[src/sv/llc_pkg.sv]
`default_nettype none
package llc_pkg;

    // default pool depth
    localparam int POOL_NODES_DEF = 256;

    // operation codes
    localparam logic [3:0] OP_CLEAR      = 4'd0;
    localparam logic [3:0] OP_INS_FIRST  = 4'd1;
    localparam logic [3:0] OP_INS_LAST   = 4'd2;
    localparam logic [3:0] OP_CUR_FIRST  = 4'd3;
    localparam logic [3:0] OP_CUR_LAST   = 4'd4;
    localparam logic [3:0] OP_DEL_FIRST  = 4'd5;
    localparam logic [3:0] OP_DEL_LAST   = 4'd6;
    localparam logic [3:0] OP_DEL_AFTER  = 4'd7;
    localparam logic [3:0] OP_DEL_BEFORE = 4'd8;
    localparam logic [3:0] OP_INS_AFTER  = 4'd9;
    localparam logic [3:0] OP_INS_BEFORE = 4'd10;
    localparam logic [3:0] OP_OVERWRITE  = 4'd11;
    localparam logic [3:0] OP_NEXT       = 4'd12;
    localparam logic [3:0] OP_PREV       = 4'd13;
    localparam logic [3:0] OP_QUERY      = 4'd14;

    // status codes
    localparam logic [1:0] ST_DONE = 2'd0;
    localparam logic [1:0] ST_FAIL = 2'd1;
    localparam logic [1:0] ST_FULL = 2'd2;

    typedef struct packed {
        logic [3:0]         operation;
        logic signed [31:0] item_value;
    } in_t;

    typedef struct packed {
        logic signed [31:0] first_value;
        logic signed [31:0] last_value;
        logic signed [31:0] cursor_value;
        logic               list_empty;
        logic               cursor_active;
        logic [8:0]         element_count;
        logic [1:0]         status;
    } out_t;

    // controller to datapath: one strobe per sequencer step
    typedef struct packed {
        logic latch;
        logic dec;
        logic clnk;
        logic take;
        logic ins1;
        logic ins2;
        logic del0;
        logic del1;
        logic del2;
        logic cval;
    } cmd_t;

    // datapath to controller
    typedef struct packed {
        logic pre_ok;
        logic pool_ok;
        logic lnk_ok;
        logic simple;
        logic cur_op;
        logic ins;
        logic del;
        logic move;
    } sts_t;

endpackage
`default_nettype wire

[src/sv/llc_ctrl.sv]
`default_nettype none
module llc_ctrl (
    input  wire logic          clk,
    input  wire logic          rst_n,
    input  wire logic          start,
    input  wire llc_pkg::sts_t sts,
    output llc_pkg::cmd_t      cmd,
    output logic               busy,
    output logic               done
);
    typedef enum logic [10:0] {
        S_IDLE = 11'b00000000001,
        S_DEC  = 11'b00000000010,
        S_CLNK = 11'b00000000100,
        S_TAKE = 11'b00000001000,
        S_INS1 = 11'b00000010000,
        S_INS2 = 11'b00000100000,
        S_DEL0 = 11'b00001000000,
        S_DEL1 = 11'b00010000000,
        S_DEL2 = 11'b00100000000,
        S_CVAL = 11'b01000000000,
        S_FIN  = 11'b10000000000
    } state_t;

    state_t state_reg, state_next;

    // sequencing
    always_comb
    begin
        state_next = state_reg;
        case (state_reg)
            S_IDLE:
            begin
                if (start)
                begin
                    state_next = S_DEC;
                end
            end
            S_DEC:
            begin
                if (!sts.pre_ok || sts.simple)
                begin
                    state_next = S_FIN;
                end
                else if (sts.ins && !sts.pool_ok)
                begin
                    state_next = S_FIN;
                end
                else if (sts.cur_op)
                begin
                    state_next = S_CLNK;
                end
                else if (sts.ins)
                begin
                    state_next = S_TAKE;
                end
                else
                begin
                    state_next = S_DEL0;
                end
            end
            S_CLNK:
            begin
                if (sts.move)
                begin
                    state_next = sts.lnk_ok ? S_CVAL : S_FIN;
                end
                else if (sts.del)
                begin
                    state_next = S_DEL0;
                end
                else
                begin
                    state_next = S_TAKE;
                end
            end
            S_TAKE: state_next = S_INS1;
            S_INS1: state_next = S_INS2;
            S_INS2: state_next = S_FIN;
            S_DEL0: state_next = S_DEL1;
            S_DEL1: state_next = S_DEL2;
            S_DEL2: state_next = S_FIN;
            S_CVAL: state_next = S_FIN;
            S_FIN:  state_next = S_IDLE;
            default: state_next = S_IDLE;
        endcase
    end

    always_ff @(posedge clk or negedge rst_n)
    begin
        if (!rst_n)
        begin
            state_reg <= S_IDLE;
        end
        else
        begin
            state_reg <= state_next;
        end
    end

    // step strobes
    always_comb
    begin
        cmd.latch = (state_reg == S_IDLE) && start;
        cmd.dec   = (state_reg == S_DEC);
        cmd.clnk  = (state_reg == S_CLNK);
        cmd.take  = (state_reg == S_TAKE);
        cmd.ins1  = (state_reg == S_INS1);
        cmd.ins2  = (state_reg == S_INS2);
        cmd.del0  = (state_reg == S_DEL0);
        cmd.del1  = (state_reg == S_DEL1);
        cmd.del2  = (state_reg == S_DEL2);
        cmd.cval  = (state_reg == S_CVAL);
    end

    assign busy = (state_reg != S_IDLE);
    assign done = (state_reg == S_FIN);

endmodule
`default_nettype wire

[config.mk]
export PLATFORM = sky130hd
export DESIGN_NAME = llc_ctrl
export DESIGN_NICKNAME = d
export VERILOG_FILES = /design/src/sv/llc_pkg.sv /design/src/sv/llc_ctrl.sv
export SDC_FILE = /design/constraint.sdc
export NUM_CORES = 1
export LEC_CHECK = 0
export ABC_AREA = 1
export BUFFER_PORTS_ARGS = -buffer_cell sky130_fd_sc_hd__buf_2
export CAP_MARGIN = 40
export CORE_MARGIN = 10
export CORE_UTILIZATION = 50
export CTS_BUF_LIST = sky130_fd_sc_hd__clkbuf_16
export DETAILED_ROUTE_END_ITERATION = 10
export PLACE_DENSITY = 0.89
export SLEW_MARGIN = 10
export SYNTH_ARGS = -nofsm -noshare
export SYNTH_HDL_FRONTEND = slang
export SYNTH_SLANG_ARGS = --single-unit
[constraint.sdc]
create_clock -name clk -period 2.4 [get_ports clk]
set_input_delay 0.24 -clock clk [delete_from_list [all_inputs] [get_ports clk]]
set_output_delay 0.24 -clock clk [all_outputs]
set_load 0.05 [all_outputs]
* Yosys cells after proc, flatten, opt, wreduce, memory -nomap -nowiden
Cells that the tools add are included.
Cells by class: eq/ne operators 13, mux-type cells 9, reductions and logical operators 6
Operators with widths (number):
- $pmux W11 S8 | 1
- $mux W11 | 5
- $mux W7 | 3
- $eq A11 B1 Y1 const B | 1
- $eq A11 B10 Y1 const B | 1
- $eq A11 B11 Y1 const B | 1
- $eq A11 B2 Y1 const B | 1
- $eq A11 B3 Y1 const B | 1
- $eq A11 B4 Y1 const B | 1
- $eq A11 B5 Y1 const B | 1
- $eq A11 B6 Y1 const B | 1
- $eq A11 B7 Y1 const B | 1
- $eq A11 B8 Y1 const B | 1
- $eq A11 B9 Y1 const B | 1
- $ne A11 B1 Y1 const B | 1
- $reduce_or A3 Y1 | 1
- $logic_and A1 B1 Y1 | 2
- $logic_not A1 Y1 | 2
- $ne A2 B2 Y1 const B | 1
- $logic_or A1 B1 Y1 | 1
Storage, ports and cells: output and inout bits 12, bits in registers 11, word-level logic and storage cells 29

* Depth between registers and ports, before layout
depth in word-level cells 5, mapped depth 8

* Least setup slack after synthesis
Ideal clock, no wire load.
path type register -> output, start point register state_reg[6], end point output port done, slack 0.270 ns, cell stages (with the launch flop) 6, arrival time 1.890 ns, buffers on the path 0, data required time 2.160 ns, path through dfrtp_1 > nor2_2 > nand2_4 > nor2_2 > nand2_2 > nor3_1
On the way: longest elaborated chain between the ends 1
RTL lines:
- start: declaration | line llc_ctrl.sv:25 | state_t state_reg, state_next;
- start signal: assignment | line llc_ctrl.sv:97 | state_reg <= state_next;
- $eq A11 B11 Y1 | line llc_ctrl.sv:117 | assign done = (state_reg == S_FIN);
- end: declaration | line llc_ctrl.sv:9 | output logic done
Every way passes these cells.

* Worst setup path after layout
Ends and elaborated chain as after synthesis.

==> out/qor.yml <==
die_width_microns: 59.2
rrSetupSlack_ns: 1.07
maxCapViolCount: 0
nFillCells: 128
drt-total-wl_microns: 1790
synth_top_area_cell: "dfrtp_1"
period_needed_ns: 1.81
num_rows: 14
crit_type: "reg -> out"
p_leak_nw: 0.653
whs_ns: 0.227
hold_depth: 3
required_ns: 2.16
grt_max_degree: 12
clock_latency_ns: 0.23
coreArea_sq_um: 1490
startpoint: "state_reg[6]$_DFFE_PN0P_"
synth_seq_cells: 11
layout-drive-gt1-share: 0.338
synth.distinct_cells: 17
nets: 148
cts.clk_slew.worst_paths_ns: 0.04
wire_per_inst_microns: 11.8
endpoint_kind: "output pin"
p_sw_mw: 0.346
largest_reg_flops: 11
drtPass1Iterations: 4
grt_overflow_total: 0
finalClockSkew_ns: 0.00156
ys.flop_type: "dfrtp_1"
async_flop_share: 1.00
power.share.combinational: 0.403
ios: 23
p_sw_frac: 0.393
cts_sinks: 11
antenna_left: 0
internal-power_mw: 0.534
syn_to_final_growth_pct: 28.5
finalHoldViolations: 0
die_area_sq_um: 3510
grt_pass1_wl_microns: 3080
setup_viol: 0
yosysTopAreaCellShare: 0.325
die_y_microns: 59.2
synth_most_common_cell: "inv_1"
ir_drop_uv: 509
power_density_nw_per_um2: 890
tightest_slew_ns: 0.268
final_util: 0.664
cts-buffers-inserted: 3
p_seq_frac: 0.260
ff2ff_path_depth: 7
pwr-share-clk: 0.337
antenna_found_initial: 0
synth_fp_nets: 120
root_buffer: "clkbuf_16"
drt_iter0_drc: 12
n_antenna_cell: 0
avgSynthCellArea_sq_um: 7.06
netlist_area_sq_um: 769
r2r_start: "state_reg[0]$_DFFE_PN1P_"
synth_area_leaders: "dfrtp_1, inv_1, nand2_1, nor2_1, nand2_4"
hp-class: "in -> reg"
timing.fmax_mhz: 553
via_count: 705
crit-reg2reg-capture: "state_reg[10]$_DFFE_PN0P_"
track_usage: 0.111
htreeDepth: 1
outcome: "finished, final reports clean"
cp.arrival_ns: 1.57
rsz0062_at_grt: "no"
crit_fanout: 4
setup_tns_ns: 0
netlist_top_cells_count: "inv_1, nand2_1, nor2_1"
grt_pass1_vias: 746
yosys_warnings: 0
drc_errors: 0
period_share: 0.753
startpoint_type: "flop"
cp-endpoint: "done"
report.final.slew_viol_count: 0
start_util: 0.517
clockBufferDepth: 2
hpwl_microns: 1420
synth_edf_count: 0
max-slew-margin-rel: 0.821
via_per_inst: 4.64
syn_inst: 109
post_cts_buffers: 0
port_buffers: 22
ys_seq_area_frac: 0.359
gp_congestion: 0.767
cts_tree: "built"
[power groups by stage]
stage / clock (mW) / combinational (mW) / sequential [mW]
final: 0.297 / 0.354 / 0.229
after global routing: 0.312 / 0.386 / 0.230
after CTS: 0.300 / 0.357 / 0.229
after detailed placement: 0 / 0.353 / 0.232
after global placement: 0 / 0.341 / 0.231
after floorplan: 0 / 0.285 / 0.229
[logic make-up (layout without fill, tap and decap cells)]
group / after synthesis / in the layout / synth area share
compound gates: 1 / 1 / 0.00976
buf+inv: 28 / 55 / 0.138
flops: 11 / 11 / 0.359
simple gates: 69 / 69 / 0.493
[cells in the final DEF (no fill, tap or decap), types with 2 or more instances in the layout]
| cell | instances |
|---|---|
| inv_1 | 28 |
| nand2_1 | 24 |
| buf_2 | 22 |
| nor2_1 | 16 |
| dfrtp_1 | 10 |
| nor2_2 | 7 |
| nand2_4 | 5 |
| nand3_1 | 5 |
| nor2_4 | 3 |
| nor3_1 | 3 |
| clkbuf_16 | 3 |
| nand2_2 | 2 |
[worst min path at each step]
stage           start                   endpoint  slack [ns]
2_1_floorplan   rst_n  state_reg[10]$_DFFE_PN0P_       -0.06
3_3_place_gp    rst_n   state_reg[7]$_DFFE_PN0P_        0.11
3_5_place_dp    rst_n   state_reg[4]$_DFFE_PN0P_        0.12
4_1_cts        sts[1]   state_reg[6]$_DFFE_PN0P_        0.23
5_1_grt        sts[1]   state_reg[6]$_DFFE_PN0P_        0.26
6_report       sts[1]   state_reg[6]$_DFFE_PN0P_        0.23
[cell type report]
type / instances / area [sq um] / share of cell area
Sequential cell: 11 / 277 / 0.280
Inverter: 28 / 106 / 0.108
Multi-Input combinational cell: 70 / 387 / 0.391
Clock buffer: 3 / 75.1 / 0.0759
Tap cell: 16 / 20.0 / 0.0203
Timing Repair Buffer: 23 / 120 / 0.122
Clock inverter: 1 / 3.75 / 0.00380
[per-layer routing]
metal / wire length (microns) / vias up / global-route usage
li1: - / 368 / -
met1: 744 / 317 / 0.116
met2: 905 / 18 / 0.198
met3: 103 / 2 / 0.0258
met4: 33 / 0 / 0.0590
met5: 0 / - / 0
[through the flow]
step                      power, mW  setup WS (ns)  std cells  area [sq um]
after floorplan               0.514          0.270        109           769
after CTS                     0.886          0.585        152           988
after global routing          0.929          0.491        152           988
after global placement        0.571          0.910        147           900
final                         0.880          0.593        152           988
after detailed placement      0.584          0.847        147           900
[what timing repair did]
action                                 in CTS  in global routing
endpoints found under the hold margin      10                  0
hold buffers                                1                  0
gates resized for setup                     0                  0
[critical path: stages, from the launching register on]
cell and delay, ns:
dfrtp_1 0.40, nor2_2 0.18, nand2_4 0.11, nor2_2 0.12
nand2_2 0.09, nor3_1 0.14, buf_2 0.29
(Power assumes the default switching activity.)
